## config.mk

```make
export PLATFORM = sky130hd
export DESIGN_NAME = tgfw_front
export DESIGN_NICKNAME = d
export VERILOG_FILES = /design/src/rtl/tgfw_pkg.sv /design/src/rtl/tgfw_front.sv
export SDC_FILE = /design/constraint.sdc
export NUM_CORES = 1
export LEC_CHECK = 0
export ABC_AREA = 1
export ABC_CLOCK_PERIOD_IN_PS = 800
export BUFFER_PORTS_ARGS = -buffer_cell sky130_fd_sc_hd__buf_2
export CORE_ASPECT_RATIO = 0.75
export CORE_MARGIN = 1.5
export CORE_UTILIZATION = 24
export DETAILED_ROUTE_END_ITERATION = 6
export PLACE_DENSITY = 0.85
export SETUP_SLACK_MARGIN = 0.3
export SKIP_LAST_GASP = 1
export SYNTH_ARGS = -nofsm -noshare
export SYNTH_HDL_FRONTEND = slang
export SYNTH_SLANG_ARGS = --single-unit
```

## constraint.sdc

```tcl
create_clock -name vclk -period 0.8
set_input_delay 0.12 -clock vclk [all_inputs]
set_output_delay 0.12 -clock vclk [all_outputs]
set_load 0.02 [all_outputs]
```

## src/rtl/tgfw_pkg.sv

```systemverilog
// Shared types, constants and font functions for the text glyph framebuffer writer.
// Used by every module of the block; depends on nothing.
`timescale 1ns / 1ps

package tgfw_pkg;

   localparam int DISPLAY_WIDTH = 128;
   localparam int PAGE_COUNT    = 8;
   localparam int MAX_DIGITS    = 10;
   localparam int STORE_SIZE    = PAGE_COUNT * DISPLAY_WIDTH;
   localparam int ADDR_W        = $clog2(STORE_SIZE);
   localparam int POS_W         = $clog2(MAX_DIGITS);

   localparam logic [2:0] REQ_CURSOR = 3'd0;
   localparam logic [2:0] REQ_CHAR   = 3'd1;
   localparam logic [2:0] REQ_LARGE  = 3'd2;
   localparam logic [2:0] REQ_NUM    = 3'd3;
   localparam logic [2:0] REQ_LNUM   = 3'd4;
   localparam logic [2:0] REQ_CLEAR  = 3'd5;
   localparam logic [2:0] REQ_READ   = 3'd6;

   typedef struct packed {
      logic [2:0]  req_type;
      logic [7:0]  char_code;
      logic [3:0]  page_sel;
      logic [7:0]  column_sel;
      logic [31:0] number_value;
   } tgfw_req_type;

   typedef struct packed {
      logic [7:0] read_data;
      logic [2:0] cursor_page;
      logic [7:0] cursor_column;
   } tgfw_rsp_type;

   typedef enum logic [2:0] {
      OP_NOP, OP_CURSOR, OP_CHAR, OP_LARGE, OP_NUM, OP_LNUM, OP_CLEAR, OP_READ
   } tgfw_op_type;

   typedef struct packed {
      tgfw_op_type op;
      logic [7:0]  code;
      logic [2:0]  page;
      logic [7:0]  column;
      logic [31:0] value;
   } tgfw_cmd_type;

   typedef enum logic [2:0] {
      ST_CLEAR, ST_IDLE, ST_DIGIT, ST_PLACE, ST_DRAW, ST_READ, ST_FINISH
   } tgfw_state_type;

   typedef logic [4:0][7:0] tgfw_glyph_type;

   function automatic tgfw_glyph_type font_cols(input logic [7:0] code);
      tgfw_glyph_type f;
      unique case (code)
         8'h30: f = {8'h3e, 8'h45, 8'h49, 8'h51, 8'h3e};
         8'h31: f = {8'h00, 8'h40, 8'h7f, 8'h42, 8'h00};
         8'h32: f = {8'h46, 8'h49, 8'h49, 8'h51, 8'h62};
         8'h33: f = {8'h36, 8'h49, 8'h49, 8'h49, 8'h22};
         8'h34: f = {8'h10, 8'h7f, 8'h12, 8'h14, 8'h18};
         8'h35: f = {8'h31, 8'h49, 8'h49, 8'h49, 8'h2f};
         8'h36: f = {8'h32, 8'h49, 8'h49, 8'h49, 8'h3e};
         8'h37: f = {8'h03, 8'h05, 8'h09, 8'h71, 8'h01};
         8'h38: f = {8'h36, 8'h49, 8'h49, 8'h49, 8'h36};
         8'h39: f = {8'h3e, 8'h49, 8'h49, 8'h49, 8'h26};
         8'h54: f = {8'h01, 8'h01, 8'h7f, 8'h01, 8'h01};
         8'h41: f = {8'h7e, 8'h09, 8'h09, 8'h09, 8'h7e};
         8'h53: f = {8'h31, 8'h49, 8'h49, 8'h49, 8'h46};
         8'h4b: f = {8'h41, 8'h22, 8'h14, 8'h08, 8'h7f};
         8'h45: f = {8'h41, 8'h49, 8'h49, 8'h49, 8'h7f};
         8'h49: f = {8'h41, 8'h41, 8'h7f, 8'h41, 8'h41};
         8'h4d: f = {8'h7f, 8'h02, 8'h04, 8'h02, 8'h7f};
         8'h52: f = {8'h46, 8'h29, 8'h19, 8'h09, 8'h7f};
         8'h3a: f = {8'h00, 8'h36, 8'h00, 8'h36, 8'h00};
         8'h2e: f = {8'h00, 8'h00, 8'h60, 8'h00, 8'h00};
         8'h2b: f = {8'h08, 8'h08, 8'h3e, 8'h08, 8'h08};
         8'h20: f = {8'h00, 8'h00, 8'h00, 8'h00, 8'h00};
         default: f = {8'h08, 8'h08, 8'h08, 8'h08, 8'h08};
      endcase
      return f;
   endfunction

   function automatic logic [31:0] pow10(input logic [POS_W-1:0] pos);
      logic [31:0] p;
      unique case (pos)
         4'd0: p = 32'd1;
         4'd1: p = 32'd10;
         4'd2: p = 32'd100;
         4'd3: p = 32'd1000;
         4'd4: p = 32'd10000;
         4'd5: p = 32'd100000;
         4'd6: p = 32'd1000000;
         4'd7: p = 32'd10000000;
         4'd8: p = 32'd100000000;
         4'd9: p = 32'd1000000000;
         default: p = 32'd1;
      endcase
      return p;
   endfunction

   function automatic logic [15:0] widen(input logic [7:0] b);
      logic [15:0] w;
      for (int i = 0; i < 8; i++) begin
         w[2*i +: 2] = {2{b[i]}};
      end
      return w;
   endfunction

endpackage

```

## src/rtl/tgfw_front.sv

```systemverilog
// Front end: accepts request items and decodes them into back-end commands.
// Depends on tgfw_pkg.
`timescale 1ns / 1ps

module tgfw_front (
   input  logic                  enable,
   input  logic                  req_valid,
   output logic                  req_ready,
   input  tgfw_pkg::tgfw_req_type req_data,
   input  logic                  push_ready,
   output logic                  push,
   output tgfw_pkg::tgfw_cmd_type push_cmd
);
   import tgfw_pkg::*;

   logic in_range;

   assign req_ready = enable && push_ready;
   assign push      = req_valid && req_ready;
   assign in_range  = (req_data.page_sel < 4'(PAGE_COUNT)) &&
                      ({1'b0, req_data.column_sel} < 9'(DISPLAY_WIDTH));

   always_comb begin
      push_cmd.code   = req_data.char_code;
      push_cmd.page   = req_data.page_sel[2:0];
      push_cmd.column = req_data.column_sel;
      push_cmd.value  = req_data.number_value;
      unique case (req_data.req_type)
         REQ_CURSOR: push_cmd.op = in_range ? OP_CURSOR : OP_NOP;
         REQ_CHAR:   push_cmd.op = OP_CHAR;
         REQ_LARGE:  push_cmd.op = OP_LARGE;
         REQ_NUM:    push_cmd.op = OP_NUM;
         REQ_LNUM:   push_cmd.op = OP_LNUM;
         REQ_CLEAR:  push_cmd.op = OP_CLEAR;
         REQ_READ:   push_cmd.op = in_range ? OP_READ : OP_NOP;
         default:    push_cmd.op = OP_NOP;
      endcase
   end

endmodule

```

=== Word-level counts from Yosys, hierarchy flattened ===
Index checks and enable logic that the tools add are counted.

* Register bits: 0
* Logic and storage cells: 15
* Bits of input ports: 58

* Order comparisons: 2
* Equal/unequal tests: 6
* Reduce and logical (&&, ||, !) cells: 4
* Multiplexer cells: 3

{| class="wikitable"
|+ Operator list
! cell !! number
|-
| $pmux W3 S7 || 1
|-
| $eq A3 B3 Y1 const B || 3
|-
| $lt A8 B8 Y1 const B || 1
|-
| $eq A3 B2 Y1 const B || 2
|-
| $lt A4 B4 Y1 const B || 1
|-
| $eq A3 B1 Y1 const B || 1
|-
| $logic_and A1 B1 Y1 || 3
|-
| $logic_not A3 Y1 || 1
|-
| $mux W3 || 1
|-
| $mux W1 || 1
|}

=== Depth between registers and ports, before layout ===
* Depth in word-level cells: 4
* Gate-level depth with buffers: 5
* Mapped depth without buffers: 5

=== Worst setup path after synthesis ===
Ideal clock, no wire load.

* Path type: input -> output
* Start point: in req_data[54] (netlist name)
* End point: out push_cmd[52] (netlist name)
* Buffers on the path: 0
* Stages: 3
* Arrival: 0.597 ns
* Path slack: 0.083 ns
* Data required time: 0.680 ns
* Cells stage by stage: inv_1 > nor2_1 > a21oi_1

{| class="wikitable"
|+ RTL lines
! what !! RTL line !! source
|-
| start, declared || tgfw_front.sv:9 || <nowiki>input tgfw_pkg::tgfw_req_type req_data,</nowiki>
|-
| end, declared || tgfw_front.sv:12 || <nowiki>output tgfw_pkg::tgfw_cmd_type push_cmd</nowiki>
|}

==> flow_metrics.env <==
export IMPL_tightest_slew_ns=0.1316
export IMPL_outcome="complete, no violations"
export IMPL_final_nets=99
export IMPL_num_fill_cells=205
export IMPL_final_area_um2=409.1
export IMPL_rows=13
export IMPL_syn_inst=75
export IMPL_synth_area_um2=485.5
export IMPL_cpMaxStageDelayCell="nor2_4"
export IMPL_cp_data_arrival_time_ns=0.63
export IMPL_cp_start_kind="input port"
export IMPL_cp_buffers_inverters=2
export IMPL_dp_hpwl_um=598.6
export IMPL_cts_setup_buffers=0
export IMPL_start_util=0.2665
export IMPL_layout_common_cells="buf_6 (9), nand2_2 (6), inv_2 (4), buf_8 (3)"
export IMPL_ant_nets=0
export IMPL_cp_top_family="simple AND/OR/NAND/NOR gates"
export IMPL_cp_cell_sequence="buf_8 > nor2_4 > nand2_2 > nand3_2 > buf_6"
export IMPL_port_buffers=14
export IMPL_place_area_um2=274.0
export IMPL_dr_pass1_iters=2
export IMPL_power_total_mw=0.2425
export IMPL_cpPeakStageDelay_ns=0.14
export IMPL_synth_cell_types=8
export IMPL_crit_fanout=4
export IMPL_die_x_um=54.93
export IMPL_seq_area_um2=0
export IMPL_fmax_mhz=1334
export IMPL_die_y_um=41.95
export IMPL_dieArea_um2=2304
export IMPL_drt_iter0_markers=1
export IMPL_worstSetupPathType="input port to primary output"
export IMPL_vias=247
export IMPL_layout_drive_gt1_share=0.9231
export IMPL_hold_violations=0
export IMPL_cp_depth=5
export IMPL_antenna_found_initial=0
export IMPL_critPathCaptureType="primary output"
export IMPL_io_pins=114
export IMPL_power_leakage_nw=0.2003
export IMPL_startpoint="req_data[52]"
export IMPL_min_period_over_period=0.9373
export IMPL_slew_violations=0
export IMPL_rsz0062_at_grt="yes"
export IMPL_postSynthAreaPerCell_um2=6.473
export IMPL_clock_buffers=0
export IMPL_peakVddDrop_mv=0.1715
export IMPL_hp_class="input port to primary output"
export IMPL_seq_area_frac_synth=0
export IMPL_antenna_cells=0
export IMPL_post_drt_wl_per_cell_um=13.49
export IMPL_yosysWarnings=0
export IMPL_grt_first_pass_wirelength_um=1331
export IMPL_grt_pass1_vias=282
export IMPL_setup_viol=0
export IMPL_layout_min_cycle_time_ns=0.7499
export IMPL_core_um2=1822
export IMPL_gp_congestion=0.6041
export IMPL_grt_use_total=0.07392
export IMPL_vias_per_cell=4.049
export IMPL_nFlopsAndLatches=0
export IMPL_power_density_nw_per_um2=592.7
export IMPL_slew_headroom=0.9121
export IMPL_final_common_cell="buf_6"
export IMPL_synth_fp_nets=133
export IMPL_drc=0
export IMPL_pre_cts_slack_ns=-0.09142
export IMPL_grt_max_degree=5
export IMPL_wl_um=823
export IMPL_worst_slack_ns=0.05013
export IMPL_grt_overflow=0
export IMPL_critPathCapture="push_cmd[53]"
export IMPL_area_delta_synth_final_pct=-15.72
export IMPL_cp_required_ns=0.68
export IMPL_maxCapViolCount=0
area by class of cell:
type	instances	area [um2]	share of cell area
well taps	22	27.53	0.06728
inverters	9	66.31	0.1621
multi-input cells	15	136.4	0.3333
repair buffers	15	178.9	0.4373
power by group:
group | total [mW] | internal (mW) | switching (mW)
clock network | 0 | 0 | 0
logic | 0.243 | 0.126 | 0.117
registers | 0 | 0 | 0
total | 0.243 | 0.126 | 0.117
Yosys cell counts:
master	n	area, um2
nand3_1	3	15.01
nor2_1	2	7.510
buf_4	51	382.9
a21oi_1	1	5.000
inv_1	7	26.28
nand2_1	8	30.03
nand2_4	1	11.26
inv_2	2	7.510
metrics by stage:
step / utilization / std cells / hold slack (ns) / TNS [ns]
global placement: 0.1504 / 61 / 0.2401 / -0.1062
global route: 0.2246 / 61 / 0.2400 / 0
detailed placement: 0.1504 / 61 / 0.2401 / -0.1728
floorplan: - / 75 / 0.3457 / 0
finish: 0.2246 / 61 / 0.2400 / 0
CTS: 0.2218 / 61 / 0.2401 / 0
kinds of logic after synthesis:
kind of cell,count (synthesis),share of synthesized area
buffers and inverters,60,0.8583
AOI/OAI and AO/OA,1,0.01030
and+or+nand+nor,14,0.1314
layer usage:
layer / track usage / share of wire / wire [um] / vias up
met3: 0.08273 / 0.23 / 193 / 6
met2: 0.1286 / 0.58 / 478 / 35
met4: 0.02439 / 0.012 / 10 / 0
met1: 0.04701 / 0.17 / 139 / 106
li1: - / - / - / 100
met5: 0 / 0 / 0 / -
worst min path at each step:
stage / slack [ns] / startpoint / cells after the start / end
2_1_floorplan: 0.35 / req_valid / 2 / push
3_3_place_gp: 0.24 / req_data[20] / 0 / push_cmd[20]
3_5_place_dp: 0.24 / req_data[20] / 0 / push_cmd[20]
4_1_cts: 0.24 / req_data[20] / 0 / push_cmd[20]
5_1_grt: 0.24 / req_data[48] / 0 / push_cmd[47]
6_report: 0.24 / req_data[15] / 0 / push_cmd[15]
repair_timing:
| item | in CTS | in global routing |
|---|---|---|
| hold buffers | 0 | 0 |
| setup endpoints to repair | 6 | 5 |
| endpoints found under the hold margin | 0 | 0 |
| gates cloned | 0 | 0 |
| pin swaps | 6 | 3 |
| resized for setup | 39 | 1 |
(Power assumes the default switching activity.)
