--- src/rtl/tgfw_pkg.sv ---
// Shared types, constants and font functions for the text glyph framebuffer writer.
// Used by every module of the block; depends on nothing.
`timescale 1ns / 1ps

package tgfw_pkg;

   localparam int DISPLAY_WIDTH = 128;
   localparam int PAGE_COUNT    = 8;
   localparam int MAX_DIGITS    = 10;
   localparam int STORE_SIZE    = PAGE_COUNT * DISPLAY_WIDTH;
   localparam int ADDR_W        = $clog2(STORE_SIZE);
   localparam int POS_W         = $clog2(MAX_DIGITS);

   localparam logic [2:0] REQ_CURSOR = 3'd0;
   localparam logic [2:0] REQ_CHAR   = 3'd1;
   localparam logic [2:0] REQ_LARGE  = 3'd2;
   localparam logic [2:0] REQ_NUM    = 3'd3;
   localparam logic [2:0] REQ_LNUM   = 3'd4;
   localparam logic [2:0] REQ_CLEAR  = 3'd5;
   localparam logic [2:0] REQ_READ   = 3'd6;

   typedef struct packed {
      logic [2:0]  req_type;
      logic [7:0]  char_code;
      logic [3:0]  page_sel;
      logic [7:0]  column_sel;
      logic [31:0] number_value;
   } tgfw_req_type;

   typedef struct packed {
      logic [7:0] read_data;
      logic [2:0] cursor_page;
      logic [7:0] cursor_column;
   } tgfw_rsp_type;

   typedef enum logic [2:0] {
      OP_NOP, OP_CURSOR, OP_CHAR, OP_LARGE, OP_NUM, OP_LNUM, OP_CLEAR, OP_READ
   } tgfw_op_type;

   typedef struct packed {
      tgfw_op_type op;
      logic [7:0]  code;
      logic [2:0]  page;
      logic [7:0]  column;
      logic [31:0] value;
   } tgfw_cmd_type;

   typedef enum logic [2:0] {
      ST_CLEAR, ST_IDLE, ST_DIGIT, ST_PLACE, ST_DRAW, ST_READ, ST_FINISH
   } tgfw_state_type;

   typedef logic [4:0][7:0] tgfw_glyph_type;

   function automatic tgfw_glyph_type font_cols(input logic [7:0] code);
      tgfw_glyph_type f;
      unique case (code)
         8'h30: f = {8'h3e, 8'h45, 8'h49, 8'h51, 8'h3e};
         8'h31: f = {8'h00, 8'h40, 8'h7f, 8'h42, 8'h00};
         8'h32: f = {8'h46, 8'h49, 8'h49, 8'h51, 8'h62};
         8'h33: f = {8'h36, 8'h49, 8'h49, 8'h49, 8'h22};
         8'h34: f = {8'h10, 8'h7f, 8'h12, 8'h14, 8'h18};
         8'h35: f = {8'h31, 8'h49, 8'h49, 8'h49, 8'h2f};
         8'h36: f = {8'h32, 8'h49, 8'h49, 8'h49, 8'h3e};
         8'h37: f = {8'h03, 8'h05, 8'h09, 8'h71, 8'h01};
         8'h38: f = {8'h36, 8'h49, 8'h49, 8'h49, 8'h36};
         8'h39: f = {8'h3e, 8'h49, 8'h49, 8'h49, 8'h26};
         8'h54: f = {8'h01, 8'h01, 8'h7f, 8'h01, 8'h01};
         8'h41: f = {8'h7e, 8'h09, 8'h09, 8'h09, 8'h7e};
         8'h53: f = {8'h31, 8'h49, 8'h49, 8'h49, 8'h46};
         8'h4b: f = {8'h41, 8'h22, 8'h14, 8'h08, 8'h7f};
         8'h45: f = {8'h41, 8'h49, 8'h49, 8'h49, 8'h7f};
         8'h49: f = {8'h41, 8'h41, 8'h7f, 8'h41, 8'h41};
         8'h4d: f = {8'h7f, 8'h02, 8'h04, 8'h02, 8'h7f};
         8'h52: f = {8'h46, 8'h29, 8'h19, 8'h09, 8'h7f};
         8'h3a: f = {8'h00, 8'h36, 8'h00, 8'h36, 8'h00};
         8'h2e: f = {8'h00, 8'h00, 8'h60, 8'h00, 8'h00};
         8'h2b: f = {8'h08, 8'h08, 8'h3e, 8'h08, 8'h08};
         8'h20: f = {8'h00, 8'h00, 8'h00, 8'h00, 8'h00};
         default: f = {8'h08, 8'h08, 8'h08, 8'h08, 8'h08};
      endcase
      return f;
   endfunction

   function automatic logic [31:0] pow10(input logic [POS_W-1:0] pos);
      logic [31:0] p;
      unique case (pos)
         4'd0: p = 32'd1;
         4'd1: p = 32'd10;
         4'd2: p = 32'd100;
         4'd3: p = 32'd1000;
         4'd4: p = 32'd10000;
         4'd5: p = 32'd100000;
         4'd6: p = 32'd1000000;
         4'd7: p = 32'd10000000;
         4'd8: p = 32'd100000000;
         4'd9: p = 32'd1000000000;
         default: p = 32'd1;
      endcase
      return p;
   endfunction

   function automatic logic [15:0] widen(input logic [7:0] b);
      logic [15:0] w;
      for (int i = 0; i < 8; i++) begin
         w[2*i +: 2] = {2{b[i]}};
      end
      return w;
   endfunction

endpackage

--- src/rtl/tgfw_queue.sv ---
// Two-entry command queue between front and back end.
// Depends on tgfw_pkg.
`timescale 1ns / 1ps

module tgfw_queue (
   input  logic                  clock,
   input  logic                  reset,
   input  logic                  push,
   output logic                  push_ready,
   input  tgfw_pkg::tgfw_cmd_type push_cmd,
   input  logic                  pop,
   output logic                  head_valid,
   output tgfw_pkg::tgfw_cmd_type head_cmd
);
   import tgfw_pkg::*;

   tgfw_cmd_type entry_ff [2];
   logic         wr_ptr_ff, wr_ptr_in;
   logic         rd_ptr_ff, rd_ptr_in;
   logic [1:0]   count_ff, count_in;

   assign push_ready = (count_ff != 2'd2);
   assign head_valid = (count_ff != 2'd0);
   assign head_cmd   = entry_ff[rd_ptr_ff];

   always_comb begin
      wr_ptr_in = push ? ~wr_ptr_ff : wr_ptr_ff;
      rd_ptr_in = pop ? ~rd_ptr_ff : rd_ptr_ff;
      count_in  = count_ff + 2'(push) - 2'(pop);
   end

   always_ff @(posedge clock) begin
      if (reset) begin
         wr_ptr_ff <= 1'b0;
         rd_ptr_ff <= 1'b0;
         count_ff  <= 2'd0;
      end else begin
         wr_ptr_ff <= wr_ptr_in;
         rd_ptr_ff <= rd_ptr_in;
         count_ff  <= count_in;
      end
   end

   always_ff @(posedge clock) begin
      if (push) begin
         entry_ff[wr_ptr_ff] <= push_cmd;
      end
   end

endmodule

--- config.mk ---
export PLATFORM = sky130hd
export DESIGN_NAME = tgfw_queue
export DESIGN_NICKNAME = d
export VERILOG_FILES = /design/src/rtl/tgfw_pkg.sv /design/src/rtl/tgfw_queue.sv
export SDC_FILE = /design/constraint.sdc
export NUM_CORES = 1
export LEC_CHECK = 0
export BUFFER_PORTS_ARGS = -buffer_cell sky130_fd_sc_hd__buf_2
export CORE_MARGIN = 2
export CORE_UTILIZATION = 45
export DETAILED_ROUTE_END_ITERATION = 8
export GPL_ROUTABILITY_DRIVEN = 0
export MAX_ROUTING_LAYER = met4
export PLACE_DENSITY_LB_ADDON = 0.2
export SKIP_CTS_REPAIR_TIMING = 1
export SLEW_MARGIN = 20
export SYNTH_ARGS = -nofsm -noshare
export SYNTH_HDL_FRONTEND = slang
export SYNTH_SLANG_ARGS = --single-unit
--- constraint.sdc ---
create_clock -name clock -period 9.5 [get_ports clock]
set_input_delay 0.95 -clock clock [delete_from_list [all_inputs] [get_ports clock]]
set_output_delay 0.95 -clock clock [all_outputs]
set_load 0.02 [all_outputs]
## After elaboration in Yosys (flattened, before gate mapping)

Memory sizes are Yosys's and may differ from the RTL's. A register that Yosys moved wholly into a read port is not among the register bits.
Cells that the tools add are included.

- Bitwise logic cells: 2
- Equal/unequal tests: 1
- Reductions and logical operators: 1
- Add/sub/neg operators: 2
- Muxes and demuxes: 4

Operators with widths:

| cell | number |
|---|---|
| 1-bit 2-to-1 mux | 4 |
| 2-bit by 1-bit adder with 2-bit output | 1 |
| 2-bit inequality test (second input constant) | 1 |
| 1-bit NOT | 2 |
| 2-bit nonzero test | 1 |
| 2-bit by 1-bit subtractor with 2-bit output | 1 |

- Memory bits (writable): 108
- Output and inout bits: 56
- Memories kept: 1
- Flip-flop bits (word level): 4
- Logic and storage cells: 14

Memory list:

| name | depth | bits a word | rd ports | clocked after memory_dff | write ports | RTL line | source |
|---|---|---|---|---|---|---|---|
| entry_ff | 2 | 54 | 1 | 1 | 1 | tgfw_queue.sv:17 | `tgfw_cmd_type entry_ff [2];` |

## Logic depth before layout (Yosys ltp)

- Word-level depth: 3
- Gate-level depth with buffers: 6
- Gate-level depth less buffers: 6

## Worst setup path after synthesis

Ideal clock, no wire load.

- Path kind: in2reg
- Start: input push
- End: memory entry_ff[0][0] (netlist bit), enable pin
- Arrival time: 3337 ps
- Data required time: 9028 ps
- Setup slack: 5690 ps
- Cell stages on the path: 1
- Library setup time: 472 ps
- Cells stage by stage: nor2b_1

- Cells in the longest elaborated chain, start to end: 2

Ends and longest elaborated chain:

| item | RTL line | source |
|---|---|---|
| start, declared | tgfw_queue.sv:8 | `input logic push,` |
| 1-bit 2-to-1 mux | tgfw_queue.sv:45 | `if (push) begin` |
| 1-bit 2-to-1 mux (implied by the code) | tgfw_queue.sv:46 | `entry_ff[wr_ptr_ff] <= push_cmd;` |
| end, declared | tgfw_queue.sv:17 |  |

No other way between the ends.

==> summary.md <==
| Metric | Value |
|---|---|
| Status | `complete, no violations` |
| Initial antenna violation count | `0` |
| Largest area contributor in the netlist | `edfxtp_1` |
| Core area | `a little over 0.009 mm2` |
| Critical Path RT | `8550 ps` |
| Yosys warnings | `0` |
| Clk pin slew, worst setup/hold paths | `50 ps` |
| Power Density | `248 mW/mm2` |
| Io pins | `114` |
| Fmax | `approximately 330 MHz` |
| Register area | `0.00335 mm2` |
| Multi-input logic area | `913 um2` |
| Vias after detailed routing | `2069` |
| Seq pwr share | `a little over two fifths` |
| Final nets | `377` |
| CP max stage delay | `a little over 1000 ps` |
| Hold Path Class | `flip-flop to flip-flop` |
| # setup viols final | `0` |
| Gate count of the mapped netlist | `between 150 and 200` |
| Port buffer count | `113` |
| Final HPWL from detailed placement | `4220 um` |
| Tightest Pin Transition | `1020 ps` |
| WP data arrival | `2100 ps` |
| Comb pwr share | `10.8%` |
| CTS tree | `yes` |
| Register area share after synthesis | `about three quarters` |
| Clock tree buffer depth | `2` |
| Worst skew pair latency | `500 ps` |
| Initial Util | `between 40% and 50%` |
| Final Cycle Share | `32.1%` |
| Setup TNS | `0 ps` |
| Critical path's slowest cell | `dfxtp_4` |
| Number of flops mapped to enable cells by yosys | `approximately 110` |
| Die ar. | `between 0.01 and 0.015 mm2` |
| Psw | `310 uW` |
| Share of cells above drive strength 1 | `61.5%` |
| Initial DRC count | `90` |
| Clk sink count | `approximately 110` |
| Synth area leaders | `edfxtp_1 (74%), mux2_4 (17%), buf_12 (2.3%)` |
| Syn nets | `approximately 250` |
| Slew margin rel. | `31.8%` |
| Wirelength per Cell | `14.9 um` |
| Leak | `approximately 0.0023 uW` |
| WS Path Type | `flip-flop to output pin` |
| Yosys reg bits | `113` |
| H-tree Lvls | `4` |
| DR pass1 iterations | `4` |
| Post-Route WL | `6820 um` |
| Detailed-route vias per instance | `approximately 4.5` |
| Final Cell Area | `~0.0056 mm2` |
| Async SR Flop Fraction | `0%` |
| GRT Total Usage | `14.3%` |
| Vias in the first global route | `2174` |
| Min Hold Slack | `a little over 500 ps` |
| Top FF cell, synth | `edfxtp_1` |
| Critical path buffers and inverters | `1` |
| Clock Power Share | `45.9%` |
| Post-synth top area share | `74.3%` |
| Most common cell in the synthesized netlist | `edfxtp_1` |
| # rows | `35` |
| Placed cell area | `0.00501 mm2` |
| Post-route ant nets | `0` |
| Worst path top cell family by delay | `flip-flops` |
| Ant diodes | `0` |
| Commonest cells in the netlist | `edfxtp_1 (108), mux2_4 (50), buf_12 (5), dfxtp_1 (5)` |
| Worst Path Max Fanout | `54` |
| Largest net degree at the start of global routing | `55` |
| Pint | `between 1000 and 1500 uW` |
| Switching share of power | `22.3%` |
| Fin. Hold Viols | `0` |
| Crit path capture type | `output pin` |
| Peak supply drop | `125 uV` |
| DRC violation count after routing | `0` |
| Final max-slew violation count | `0` |
| Clk_skew | `7.17 ps` |
| RSZ-0062 raised after global routing | `no` |
| Die Span Y | `103 um` |
| Post-layout minimum cycle time | `between 3000 and 4000 ps` |
| Avg Inst Size Synth | `23.1 um2` |
| Die width | `103 um` |
| First-pass GRT wire length | `about 10000 um` |
| Maxcap violations | `0` |
| Root Driver | `clkbuf_8` |
| Crit-path cells | `mux2_2, buf_2` |
| Mapped cell area | `between 0.004 and 0.005 mm2` |
| Synth-to-Final Area Change | `28.6%` |
| Fillers | `708` |
| Distinct cells, synth | `15` |
| Setup crit start kind | `flip-flop` |
| Remaining Overflow, GRT | `0` |
| CTS buffer count | `17` |
[power by group through the flow]
stage	Clock, uW	Sequential [uW]	Combinational, uW
4_1_cts	649	603	152
2_1_floorplan	0	600	122
3_3_place_gp	0	612	152
6_report	638	602	150
5_1_grt	673	606	162
3_5_place_dp	0	613	151
[routing by layer]
layer | global-route usage, % | part of all wire (%) | up-vias | wire [um]
met1 | 16.1 | 41 | 991 | 2790
met2 | 21.6 | 50 | 79 | 3410
li1 | - | - | 993 | -
met4 | 7.38 | 1.4 | 0 | 98
met5 | - | 0 | - | 0
met3 | 6.51 | 7.6 | 6 | 517
[metrics by stage]
stage               std cells  setup slack (ps)  util [%]  power, uW
CTS                       459              6370      60.2       1400
finish                    459              6450      60.2       1390
detailed placement        427              6920      53.7        765
floorplan                 189              5690         -        722
global route              459              6320      60.2       1440
global placement          427              6920      53.7        764
[flip-flops by register name, indices dropped and copies added (netlist names), named ones only]
signal and flops:
entry_ff 108, wr_ptr_ff 1, rd_ptr_ff 1, count_ff 2
[layout make-up]
| type | count | share of cell area, % |
|---|---|---|
| repair buffers | 115 | 10.3 |
| well taps | 129 | 2.87 |
| clock inverters | 15 | 3.39 |
| clock buffers | 17 | 7.38 |
| flip-flops and latches | 113 | 59.6 |
| inverters | 2 | 0.134 |
| multi-input cells | 68 | 16.3 |
[path summary, 6_finish.rpt]
| kind | cells after the start | slack [ps] | end | from |
|---|---|---|---|---|
| setup / recovery | 2 | 6450 | head_cmd[1] | flip-flop |
| hold / removal | 2 | 510 | rd_ptr_ff$_SDFFE_PP0P_ | rd_ptr_ff$_SDFFE_PP0P_ |
| setup reg to reg | 2 | 7700 | entry_ff[1][48]$_DFFE_PP_ | wr_ptr_ff$_SDFFE_PP0P_ |
| hold reg to reg | 2 | 510 | rd_ptr_ff$_SDFFE_PP0P_ | rd_ptr_ff$_SDFFE_PP0P_ |
[cells in the final DEF (no fill, tap or decap)]
cell type / synthesis / layout
xnor2_1: 2 / 2
inv_1: 2 / 2
and2_2: 0 / 1
nor2b_1: 2 / 1
bufinv_16: 0 / 4
xnor3_1: 1 / 1
mux2_4: 50 / 50
dfxtp_4: 0 / 1
clkbuf_8: 0 / 1
mux2_2: 4 / 4
nor2_1: 4 / 4
inv_6: 0 / 2
dfxtp_1: 5 / 4
clkinv_1: 0 / 2
clkbuf_16: 0 / 16
nand2_1: 1 / 1
or2_2: 1 / 1
ha_1: 2 / 2
edfxtp_1: 108 / 108
buf_4: 0 / 2
buf_2: 0 / 113
clkinv_2: 0 / 3
nor2b_4: 0 / 1
clkinvlp_4: 0 / 4
[cell families after synthesis]
family | share of synthesized area, %
flip-flops | 76.6
adder cells (fa/ha/maj) | 0.573
XOR/XNOR | 0.917
buffers and inverters | 2.72
AND/OR/NAND/NOR | 1.00
multiplexers | 18.2
[worst register-to-register path: stages, from the launching register on]
cell and delay, ps:
dfxtp_1 400, and2_2 520, buf_4 510
(Power assumes the default switching activity.)
